==> config.mk <==
export PLATFORM = sky130hd
export DESIGN_NAME = sd_clock_divider_search
export DESIGN_NICKNAME = d
export VERILOG_FILES = /design/src/rtl/sdcds_pkg.sv /design/src/rtl/sd_clock_divider_search.sv /design/src/rtl/sdcds_divider.sv /design/src/rtl/sdcds_datapath.sv /design/src/rtl/sdcds_ctrl.sv
export VERILOG_INCLUDE_DIRS = /design/src /design/src/rtl
export SDC_FILE = /design/constraint.sdc
export NUM_CORES = 1
export LEC_CHECK = 0
export CAP_MARGIN = 20
export CORE_UTILIZATION = 65
export CTS_BUF_LIST = sky130_fd_sc_hd__clkbuf_4 sky130_fd_sc_hd__clkbuf_8
export DETAILED_ROUTE_END_ITERATION = 10
export DONT_BUFFER_PORTS = 1
export PLACE_DENSITY = 0.78
export SETUP_SLACK_MARGIN = 0.02
export SLEW_MARGIN = 20
export SYNTH_ARGS = -nofsm -noshare
export SYNTH_HDL_FRONTEND = slang
export SYNTH_SLANG_ARGS = --single-unit
==> constraint.sdc <==
create_clock -name clk -period 6.9 [get_ports clk]
set_input_delay 1.38 -clock clk [delete_from_list [all_inputs] [get_ports clk]]
set_output_delay 1.38 -clock clk [all_outputs]
set_load 0.03 [all_outputs]
==> src/rtl/sd_clock_divider_search_assert.svh <==
// Assertion macros shared by the SD clock divider search RTL.
`ifndef SD_CLOCK_DIVIDER_SEARCH_ASSERT_SVH
`define SD_CLOCK_DIVIDER_SEARCH_ASSERT_SVH

// Check a consequence in the same cycle.
`define SDCDS_ASSERT_SAME(lbl, ante, cons) \
  lbl: assert property (@(posedge clk) disable iff (rst) (ante) |-> (cons)) \
    else $error("sd clock divider search: same-cycle check failed");

// Check a consequence in the next cycle.
`define SDCDS_ASSERT_NEXT(lbl, ante, cons) \
  lbl: assert property (@(posedge clk) disable iff (rst) (ante) |=> (cons)) \
    else $error("sd clock divider search: next-cycle check failed");

`endif

==> src/rtl/sdcds_pkg.sv <==
// Types and constants of the SD clock divider search.
package sdcds_pkg;

  localparam int RATE_W      = 32;
  localparam int SD_W        = 31;
  localparam int PRE_W       = 4;
  localparam int DIVIDEND_W  = 33;
  localparam int DIVISOR_W   = 5;
  localparam int QCNT_W      = 6;
  localparam int ADDR_W      = 3;

  localparam logic [RATE_W-1:0] XIN_LIMIT_RESET = 32'd260000000;
  localparam logic              REG_XIN_LIMIT   = 1'b0;

  typedef struct packed {
    logic [RATE_W-1:0] parent_rate;
    logic [RATE_W-1:0] target_rate;
  } req_t;

  typedef struct packed {
    logic [SD_W-1:0]   best_sd_rate;
    logic [PRE_W-1:0]  pre_divider;
    logic [RATE_W-1:0] xin_clk_rate;
  } rsp_t;

  typedef struct packed {
    logic load;
    logic div_start;
    logic div_store;
    logic search_step;
    logic xdiv_start;
    logic result_load;
  } ctrl_cmd_t;

  typedef struct packed {
    logic div_done;
    logic pre_last;
    logic search_last;
  } dp_status_t;

endpackage

==> src/rtl/sd_clock_divider_search.sv <==
// Top level of the SD clock divider search: register port, controller, datapath.
//
//   channel  | handshake           | payload
//   ---------+---------------------+-----------------------------------------
//   req      | req_valid/req_ready | parent_rate, target_rate
//   rsp      | rsp_valid/rsp_ready | best_sd_rate, pre_divider, xin_clk_rate
//   config   | psel/penable/pwrite | xin_rate_limit at address 0
//
// A request holds the block through the accept cycle, MAX_PRE_DIVIDER+1 divisions (start,
// 33 quotient bits, store) on the shared bit-serial divider, the search steps, one more
// division for the rounded-up XIN rate and the output cycle.
// One request is worked on at a time; the output cycle waits while an earlier result sits
// unaccepted. Synchronous reset restores xin_rate_limit to 260000000.
`include "sd_clock_divider_search_assert.svh"

module sd_clock_divider_search #(
  parameter int MAX_PRE_DIVIDER = 10,
  parameter int MAX_SD_DIVIDER  = 256
) (
  input  logic                             clk,
  input  logic                             rst,
  input  logic                             req_valid,
  output logic                             req_ready,
  input  sdcds_pkg::req_t                  req,
  output logic                             rsp_valid,
  input  logic                             rsp_ready,
  output sdcds_pkg::rsp_t                  rsp,
  input  logic                             psel,
  input  logic                             penable,
  input  logic                             pwrite,
  input  logic [sdcds_pkg::ADDR_W-1:0]     paddr,
  input  logic [sdcds_pkg::RATE_W-1:0]     pwdata,
  output logic [sdcds_pkg::RATE_W-1:0]     prdata,
  output logic                             pready
);
  import sdcds_pkg::*;

  logic [RATE_W-1:0] xin_rate_limit;
  ctrl_cmd_t         cmd;
  dp_status_t        status;

  assign pready = 1'b1;
  assign prdata = (paddr[2] == REG_XIN_LIMIT) ? xin_rate_limit : '0;

  always_ff @(posedge clk) begin
    if (rst) begin
      xin_rate_limit <= XIN_LIMIT_RESET;
    end else if (psel && penable && pwrite && pready && (paddr[2] == REG_XIN_LIMIT)) begin
      xin_rate_limit <= pwdata;
    end
  end

  sdcds_ctrl u_ctrl (
    .clk       (clk),
    .rst       (rst),
    .req_valid (req_valid),
    .req_ready (req_ready),
    .rsp_valid (rsp_valid),
    .rsp_ready (rsp_ready),
    .status    (status),
    .cmd       (cmd)
  );

  sdcds_datapath #(
    .MAX_PRE_DIVIDER (MAX_PRE_DIVIDER),
    .MAX_SD_DIVIDER  (MAX_SD_DIVIDER)
  ) u_dp (
    .clk            (clk),
    .rst            (rst),
    .req            (req),
    .xin_rate_limit (xin_rate_limit),
    .cmd            (cmd),
    .status         (status),
    .rsp            (rsp)
  );

  `SDCDS_ASSERT_NEXT(a_busy_after_req, req_valid && req_ready, !req_ready)
  `SDCDS_ASSERT_SAME(a_pre_in_range, rsp_valid, rsp.pre_divider <= 4'(MAX_PRE_DIVIDER))
  `SDCDS_ASSERT_NEXT(a_load_sets_valid, cmd.result_load, rsp_valid && req_ready)

endmodule

==> src/rtl/sdcds_divider.sv <==
// Restoring divider, one quotient bit per cycle, small divisor.
module sdcds_divider (
  input  logic                               clk,
  input  logic                               rst,
  input  logic                               start,
  input  logic [sdcds_pkg::DIVIDEND_W-1:0]   dividend,
  input  logic [sdcds_pkg::DIVISOR_W-1:0]    divisor,
  output logic [sdcds_pkg::DIVIDEND_W-1:0]   quotient,
  output logic                               done
);
  import sdcds_pkg::*;

  logic [DIVIDEND_W-1:0] quot;
  logic [DIVISOR_W-2:0]  rem;
  logic [DIVISOR_W-1:0]  dvsr;
  logic [QCNT_W-1:0]     cnt;
  logic [DIVISOR_W-1:0]  trial;
  logic [DIVISOR_W-1:0]  diff;
  logic                  ge;

  assign trial    = {rem, quot[DIVIDEND_W-1]};
  assign ge       = trial >= dvsr;
  assign diff     = trial - dvsr;
  assign quotient = quot;

  always_ff @(posedge clk) begin
    if (rst) begin
      cnt  <= '0;
      done <= 1'b0;
    end else if (start) begin
      cnt  <= QCNT_W'(DIVIDEND_W);
      done <= 1'b0;
    end else if (cnt != '0) begin
      cnt  <= cnt - QCNT_W'(1);
      done <= (cnt == QCNT_W'(1));
    end else begin
      done <= 1'b0;
    end
  end

  always_ff @(posedge clk) begin
    if (start) begin
      quot <= dividend;
      rem  <= '0;
      dvsr <= divisor;
    end else if (cnt != '0) begin
      quot <= {quot[DIVIDEND_W-2:0], ge};
      rem  <= ge ? diff[DIVISOR_W-2:0] : trial[DIVISOR_W-2:0];
    end
  end

endmodule

==> src/rtl/sdcds_datapath.sv <==
// Datapath: XIN rate table, search over divider settings, result register.
module sdcds_datapath #(
  parameter int MAX_PRE_DIVIDER = 10,
  parameter int MAX_SD_DIVIDER  = 256
) (
  input  logic                            clk,
  input  logic                            rst,
  input  sdcds_pkg::req_t                 req,
  input  logic [sdcds_pkg::RATE_W-1:0]    xin_rate_limit,
  input  sdcds_pkg::ctrl_cmd_t            cmd,
  output sdcds_pkg::dp_status_t           status,
  output sdcds_pkg::rsp_t                 rsp
);
  import sdcds_pkg::*;

  localparam int NUM_PRE = MAX_PRE_DIVIDER + 1;
  localparam int IDX_W   = $clog2(NUM_PRE);
  localparam int NUM_K   = $clog2(MAX_SD_DIVIDER + 1) - 1;
  localparam int K_W     = $clog2(NUM_K + 1);
  localparam logic [PRE_W-1:0] PRE_LAST = PRE_W'(MAX_PRE_DIVIDER);
  localparam logic [K_W-1:0]   K_LAST   = K_W'(NUM_K);

  logic [RATE_W-1:0]     parent_rate;
  logic [RATE_W-1:0]     target_rate;
  logic [RATE_W-1:0]     xr [NUM_PRE];
  logic [PRE_W-1:0]      pre;
  logic [K_W-1:0]        k;
  logic [SD_W-1:0]       best;
  logic [PRE_W-1:0]      chosen;
  rsp_t                  rsp_q;

  logic [RATE_W-1:0]     xr_cur;
  logic [RATE_W-1:0]     sr_full;
  logic [RATE_W-1:0]     par_shift;
  logic [SD_W-1:0]       sr;
  logic                  early_stop;
  logic                  hit;
  logic                  k_end;
  logic                  pre_last;

  logic                  div_start;
  logic [DIVIDEND_W-1:0] div_dividend;
  logic [DIVISOR_W-1:0]  div_divisor;
  logic [DIVIDEND_W-1:0] div_quot;
  logic                  div_done;

  assign xr_cur     = xr[pre[IDX_W-1:0]];
  assign sr_full    = xr_cur >> k;
  assign sr         = sr_full[SD_W-1:0];
  assign par_shift  = parent_rate >> k;
  assign pre_last   = (pre == PRE_LAST);
  assign early_stop = (pre == '0) && (par_shift < {1'b0, best});
  assign hit        = (xr_cur <= xin_rate_limit) && ({1'b0, sr} <= target_rate);
  assign k_end      = hit || pre_last;

  assign status.div_done    = div_done;
  assign status.pre_last    = pre_last;
  assign status.search_last = early_stop || (k_end && (k == K_LAST));

  assign div_start    = cmd.div_start || cmd.xdiv_start;
  assign div_dividend = cmd.xdiv_start
                        ? ({1'b0, parent_rate} + {{(DIVIDEND_W-PRE_W){1'b0}}, chosen})
                        : {1'b0, parent_rate};
  assign div_divisor  = cmd.xdiv_start ? ({1'b0, chosen} + DIVISOR_W'(1))
                                       : ({1'b0, pre} + DIVISOR_W'(1));

  sdcds_divider u_div (
    .clk      (clk),
    .rst      (rst),
    .start    (div_start),
    .dividend (div_dividend),
    .divisor  (div_divisor),
    .quotient (div_quot),
    .done     (div_done)
  );

  always_ff @(posedge clk) begin
    if (rst) begin
      pre <= '0;
      k   <= K_W'(1);
    end else if (cmd.load) begin
      pre <= '0;
      k   <= K_W'(1);
    end else if (cmd.div_store) begin
      pre <= pre_last ? '0 : pre + PRE_W'(1);
    end else if (cmd.search_step && !early_stop) begin
      if (k_end) begin
        k   <= k + K_W'(1);
        pre <= '0;
      end else begin
        pre <= pre + PRE_W'(1);
      end
    end
  end

  always_ff @(posedge clk) begin
    if (cmd.load) begin
      parent_rate <= req.parent_rate;
      target_rate <= req.target_rate;
      best        <= '0;
      chosen      <= PRE_LAST;
    end
    if (cmd.div_store) begin
      xr[pre[IDX_W-1:0]] <= div_quot[RATE_W-1:0];
    end
    if (cmd.search_step && !early_stop && hit && (sr >= best)) begin
      best   <= sr;
      chosen <= pre;
    end
    if (cmd.result_load) begin
      rsp_q.best_sd_rate <= best;
      rsp_q.pre_divider  <= chosen;
      rsp_q.xin_clk_rate <= div_quot[RATE_W-1:0];
    end
  end

  assign rsp = rsp_q;

endmodule

==> src/rtl/sdcds_ctrl.sv <==
// Controller: sequences divisions, search and result hand-off.
module sdcds_ctrl (
  input  logic                    clk,
  input  logic                    rst,
  input  logic                    req_valid,
  output logic                    req_ready,
  output logic                    rsp_valid,
  input  logic                    rsp_ready,
  input  sdcds_pkg::dp_status_t   status,
  output sdcds_pkg::ctrl_cmd_t    cmd
);
  import sdcds_pkg::*;

  localparam logic [2:0] S_IDLE      = 3'd0;
  localparam logic [2:0] S_DIV_START = 3'd1;
  localparam logic [2:0] S_DIV_WAIT  = 3'd2;
  localparam logic [2:0] S_SEARCH    = 3'd3;
  localparam logic [2:0] S_XIN_START = 3'd4;
  localparam logic [2:0] S_XIN_WAIT  = 3'd5;
  localparam logic [2:0] S_OUT       = 3'd6;

  logic [2:0] state;
  logic [2:0] state_next;
  logic       out_free;

  assign out_free  = !rsp_valid || rsp_ready;
  assign req_ready = (state == S_IDLE);

  always_comb begin
    state_next = state;
    cmd        = '0;
    unique case (state)
      S_IDLE: begin
        if (req_valid) begin
          cmd.load   = 1'b1;
          state_next = S_DIV_START;
        end
      end
      S_DIV_START: begin
        cmd.div_start = 1'b1;
        state_next    = S_DIV_WAIT;
      end
      S_DIV_WAIT: begin
        if (status.div_done) begin
          cmd.div_store = 1'b1;
          state_next    = status.pre_last ? S_SEARCH : S_DIV_START;
        end
      end
      S_SEARCH: begin
        cmd.search_step = 1'b1;
        if (status.search_last) begin
          state_next = S_XIN_START;
        end
      end
      S_XIN_START: begin
        cmd.xdiv_start = 1'b1;
        state_next     = S_XIN_WAIT;
      end
      S_XIN_WAIT: begin
        if (status.div_done) begin
          state_next = S_OUT;
        end
      end
      S_OUT: begin
        if (out_free) begin
          cmd.result_load = 1'b1;
          state_next      = S_IDLE;
        end
      end
      default: begin
        state_next = S_IDLE;
      end
    endcase
  end

  always_ff @(posedge clk) begin
    if (rst) begin
      state     <= S_IDLE;
      rsp_valid <= 1'b0;
    end else begin
      state <= state_next;
      if (cmd.result_load) begin
        rsp_valid <= 1'b1;
      end else if (rsp_ready) begin
        rsp_valid <= 1'b0;
      end
    end
  end

endmodule

==> flow_results.org <==
** Synth
- In the synthesized netlist the async set-or-reset flop fraction comes to 0%.
- The share of synthesized area in the top cell type comes to 56.0%.
- Warnings, synthesis :: 0
- Averaged over all synthesized cells, the footprint is 12.8 um^2.
- Most used standard cell by instance count after synthesis :: sky130_fd_sc_hd__edfxtp_1
- Distinct cell type count after synthesis :: 84
- Number of enable flip-flop cells after synthesis :: 556
- Leading post-synthesis cells by instance count :: sky130_fd_sc_hd__edfxtp_1, sky130_fd_sc_hd__nor2_1, sky130_fd_sc_hd__mux2i_1
- Post-synthesis sequential area ratio :: 59.9%
- The most used flip-flop cell after synthesis is sky130_fd_sc_hd__edfxtp_1.
- Post-synthesis cell count :: 2338
- Number of flip-flops and latches in the synthesized netlist :: 615
- In this run the cell area of the synthesized design comes to 0.0298 mm^2.
- Of all cell types, the one taking the most synthesized area is sky130_fd_sc_hd__edfxtp_1.
- Yosys attributes the largest share of cell area to sky130_fd_sc_hd__edfxtp_1, sky130_fd_sc_hd__ha_1, sky130_fd_sc_hd__mux2i_1, sky130_fd_sc_hd__dfxtp_1, sky130_fd_sc_hd__a21oi_1.
- Counting every net in the synthesized netlist gives 2589.

** Power
- Part of the power in the clock network :: 31.7%
- Combinational Power Share :: 12.0%
- Cell internal power was estimated by the tool at 0.00675 W.
- For this design the static power due to leakage is 11.6 nW.
- Per report_power, the sequential group accounts for 56.3% of the total.
- Power per unit of standard cell area :: 289 mW/mm^2
- Net switching is 28.2% of the power.
- The analysis attributes to net switching a power of 0.00265 W.
- VDD IR-drop max :: 0.000334 V

** Die
- Floorplan core area :: 0.0453 mm^2
- The floorplan step defined a die boundary enclosing 0.0467 mm^2.
- Die Span Y :: 216 um
- The initialized floorplan defines 78 standard-cell rows.
- Io pins :: 208
- Measured along the x axis, the die boundary spans 216 um.
- Initial Util :: 65.9%

** STA
- Max Freq :: 0.154 GHz
- TNS Setup :: 0 ns
- Final Setup Violations :: 0
- Total count of hold-check failures in the final report :: 0
- Total count of max-transition violations in the final report :: 0
- Slew HR :: 26.3%
- Transition time at the pin with the least slew margin :: 1.10 ns
- For the finished layout, the period the worst path requires is 6.49 ns.
- Across the routed clock network, the largest skew measured is 0.0478 ns.
- Setup repair after global routing left no endpoint under its margin.
- Final clock period utilization by the worst path :: 94.0%

** Route
- After detailed routing, the average wire length per cell comes to 25.2 um.
- Avg Vias per Cell :: 6.49
- The count of nets left with antenna violations once routing finished came out at 0.
- Detailed routing inserted a total of 19.9k vias.
- After detailed routing, the total wire length is 77.5 mm.
- Iteration-0 DRC count of the detailed router :: 1964
- Total DRC errors in the routed layout :: 0
- The first detailed-routing pass ran for 6 iterations.

** Worst setup path
- Counting both buffers and inverters, the worst setup path holds a total of 3.
- Capture point of the worst reg-to-reg path :: u_dp.chosen[3]
- Setup slack on the worst reg-to-reg path comes out at 0.41 ns.
- For this design, the slowest cell found on the critical path is sky130_fd_sc_hd__dfxtp_4.
- Series of cell instances along the critical path :: buf_4 -> mux2i_1 -> o22ai_1 -> o31ai_1 -> mux2i_1 -> mux4_2 -> and2_0 -> a31o_1 -> ha_1 -> nand4_1 -> or4_1 -> o221ai_1 -> o32ai_1 -> buf_4 -> nor4_4 -> and2b_1 -> nand2_1 -> buf_4 -> or2_1
- Data required time at the worst endpoint :: 7.35 ns
- Arrival time at the worst endpoint :: 6.94 ns
- Launching element type of the critical path :: register
- In this design, the critical path's most frequently occurring cell is sky130_fd_sc_hd__buf_4.
- In this design, the largest share of critical-path delay is due to simple AND/OR/NAND/NOR gates.
- Sort of element at the end of the critical path :: register
- The critical path is of the reg2reg type.
- Critical Path Fanout Max :: 37
- WP depth :: 19
- Reg2reg path depth :: 19
- In this design, the stage delay of the slowest critical-path cell is 0.71 ns.
- The most critical setup path has its endpoint at u_dp.chosen[3].

** Clock tree
- Clock tree from TritonCTS :: done
- Clock latency at the later pin of the worst-skew pair :: 0.71 ns
- Quantity of hold-fixing buffers added after cts :: 0
- After clock tree synthesis, the clock-pin slew on the worst setup and hold paths is 0.06 ns.
- Number of sinks handled by clock tree synthesis :: 615
- The clock tree synthesis step divided the H-tree into 3 levels.
- Cts repair resizes :: 0
- Clock tree root driver cell :: sky130_fd_sc_hd__clkbuf_8
- The clock passes through at most 3 buffers.
- Number of clock buffers inserted by TritonCTS :: 96
- Buffers inserted during post-CTS setup optimization :: 0

** Placed design
- Placed cells :: 2892
- Routability-driven placement finished with a final weighted congestion of 0.973.
- Post-placement cell area :: 0.0306 mm^2
- Port-buffer cells :: 0
- The HPWL after detailed placement is 53.5 mm.

** Cells and area
- Post-layout instance count excluding filler cells :: 3072
- Final cell area excluding filler cells :: 0.0325 mm^2
- Number of nets in the finished design :: 2641
- The area growth from synthesis to layout is 8.86%.
- Proportion of layout cells with a drive suffix above 1 :: 13.2%

** Global routing
- The total overflow left after global routing is 0.
- Global routing usage summed across all routing layers :: 33.0%
- The initial antenna violation count came to 5.
- Vias in the first global route :: 19.3k
- Largest net degree at the start of global routing :: 74
- The first global-routing pass estimated 114 mm of wire.

** Run
- The tool flagged a number of max-cap violations equal to 0.

** Run status
- Run status :: complete, no violations

** Worst hold path
- HP Class :: reg2reg
-- tightest hold or removal path: cells and delay by family, from the launching register on --
family	cells	cell delay, ns
simple gates	1	0.05
flops	1	0.30
compound gates	1	0.05
-- stage by stage --
stage          total power (W)  utilization, %  hold slack, ns  setup WS [ns]
3_3_place_gp           0.00635            67.5           0.437          0.700
3_5_place_dp           0.00644            67.5           0.433          0.561
5_1_grt                0.00974            71.7           0.463          0.254
4_1_cts                0.00940            71.7           0.449          0.542
6_report               0.00939            71.7           0.449          0.414
2_1_floorplan          0.00591               -           0.426           1.25
-- worst min path at each step --
stage                                   from            endpoint  slack, ns  cells after the start
after floorplan                 u_dp.best[1]        u_dp.rsp[37]       0.43                      0
final                     xin_rate_limit[31]  xin_rate_limit[31]       0.45                      2
after global placement    xin_rate_limit[12]  xin_rate_limit[12]       0.44                      2
after CTS                 xin_rate_limit[10]  xin_rate_limit[10]       0.45                      2
after global routing      xin_rate_limit[10]  xin_rate_limit[10]       0.46                      2
after detailed placement       u_dp.best[22]        u_dp.rsp[58]       0.43                      0
-- cell usage in the layout, fill, tap and decap left out, types with 17 or more instances in the layout --
| cell type | count |
|---|---|
| sky130_fd_sc_hd__edfxtp_1 | 556 |
| sky130_fd_sc_hd__nor2_1 | 188 |
| sky130_fd_sc_hd__mux2i_1 | 177 |
| sky130_fd_sc_hd__nand2_1 | 149 |
| sky130_fd_sc_hd__a21oi_1 | 148 |
| sky130_fd_sc_hd__inv_1 | 147 |
| sky130_fd_sc_hd__ha_1 | 143 |
| sky130_fd_sc_hd__clkbuf_8 | 98 |
| sky130_fd_sc_hd__o22ai_1 | 83 |
| sky130_fd_sc_hd__buf_4 | 75 |
| sky130_fd_sc_hd__dfxtp_1 | 52 |
| sky130_fd_sc_hd__o21ai_0 | 47 |
| sky130_fd_sc_hd__clkbuf_4 | 38 |
| sky130_fd_sc_hd__nand4_1 | 37 |
| sky130_fd_sc_hd__mux2_2 | 35 |
| sky130_fd_sc_hd__a211oi_1 | 32 |
| sky130_fd_sc_hd__mux4_2 | 32 |
| sky130_fd_sc_hd__nand3_1 | 30 |
| sky130_fd_sc_hd__and3_1 | 29 |
| sky130_fd_sc_hd__nor3_1 | 27 |
| sky130_fd_sc_hd__a21o_1 | 26 |
| sky130_fd_sc_hd__o211ai_1 | 24 |
| sky130_fd_sc_hd__xnor2_1 | 21 |
| sky130_fd_sc_hd__clkinv_1 | 20 |
| sky130_fd_sc_hd__nor2b_1 | 18 |
| sky130_fd_sc_hd__a211o_1 | 18 |
| sky130_fd_sc_hd__xor2_1 | 18 |
| sky130_fd_sc_hd__o31ai_1 | 17 |
-- logic make-up (layout without fill, tap and decap cells) --
kind of cell / count (synthesis) / count (layout) / share of synthesized area, %
DFF: 615 / 615 / 59.9
adders and majority gates: 145 / 145 / 6.13
buffers and inverters: 273 / 401 / 4.05
AOI/OAI and AO/OA: 473 / 473 / 10.2
and+or+nand+nor: 546 / 546 / 8.65
muxes: 246 / 246 / 9.85
other: 1 / 7 / 0.0126
xor gates and xnor gates: 39 / 39 / 1.15
-- power by group through the flow --
| stage | Sequential (W) | Combinational [W] | Clock [W] |
|---|---|---|---|
| 2_1_floorplan | 0.00507 | 0.000838 | 0 |
| 3_3_place_gp | 0.00530 | 0.00106 | 0 |
| 3_5_place_dp | 0.00533 | 0.00111 | 0 |
| 4_1_cts | 0.00526 | 0.00112 | 0.00302 |
| 5_1_grt | 0.00531 | 0.00125 | 0.00317 |
| 6_report | 0.00529 | 0.00113 | 0.00298 |
-- cell type report --
type,instances,area (um^2)
multi-input cells,1450,10800
well taps,600,751
diodes,6,15.0
repair buffers,78,623
clock buffers,136,1630
clock inverters,38,238
fillers,3017,12800
flip-flops and latches,615,17900
inverters,149,559
-- sequential cells by signal, indices dropped and copies added (netlist names), 5 cells and up, named ones only --
| signal | cells |
|---|---|
| u_dp.target_rate | 32 |
| u_dp.xr | 352 |
| u_dp.best | 31 |
| u_dp.u_div.quotient | 33 |
| u_dp.u_div.dvsr | 5 |
| xin_rate_limit | 32 |
| u_dp.rsp | 67 |
| u_dp.parent_rate | 32 |
| u_dp.u_div.cnt | 6 |
-- routing by layer --
layer	wire length, um	track usage [%]	part of all wire (%)
met2	36700	52.7	47
met5	0	0	0
met3	6400	6.32	8.2
met1	30200	43.0	39
met4	4210	17.7	5.4
Note: power is estimated with default switching activity, not from simulation.
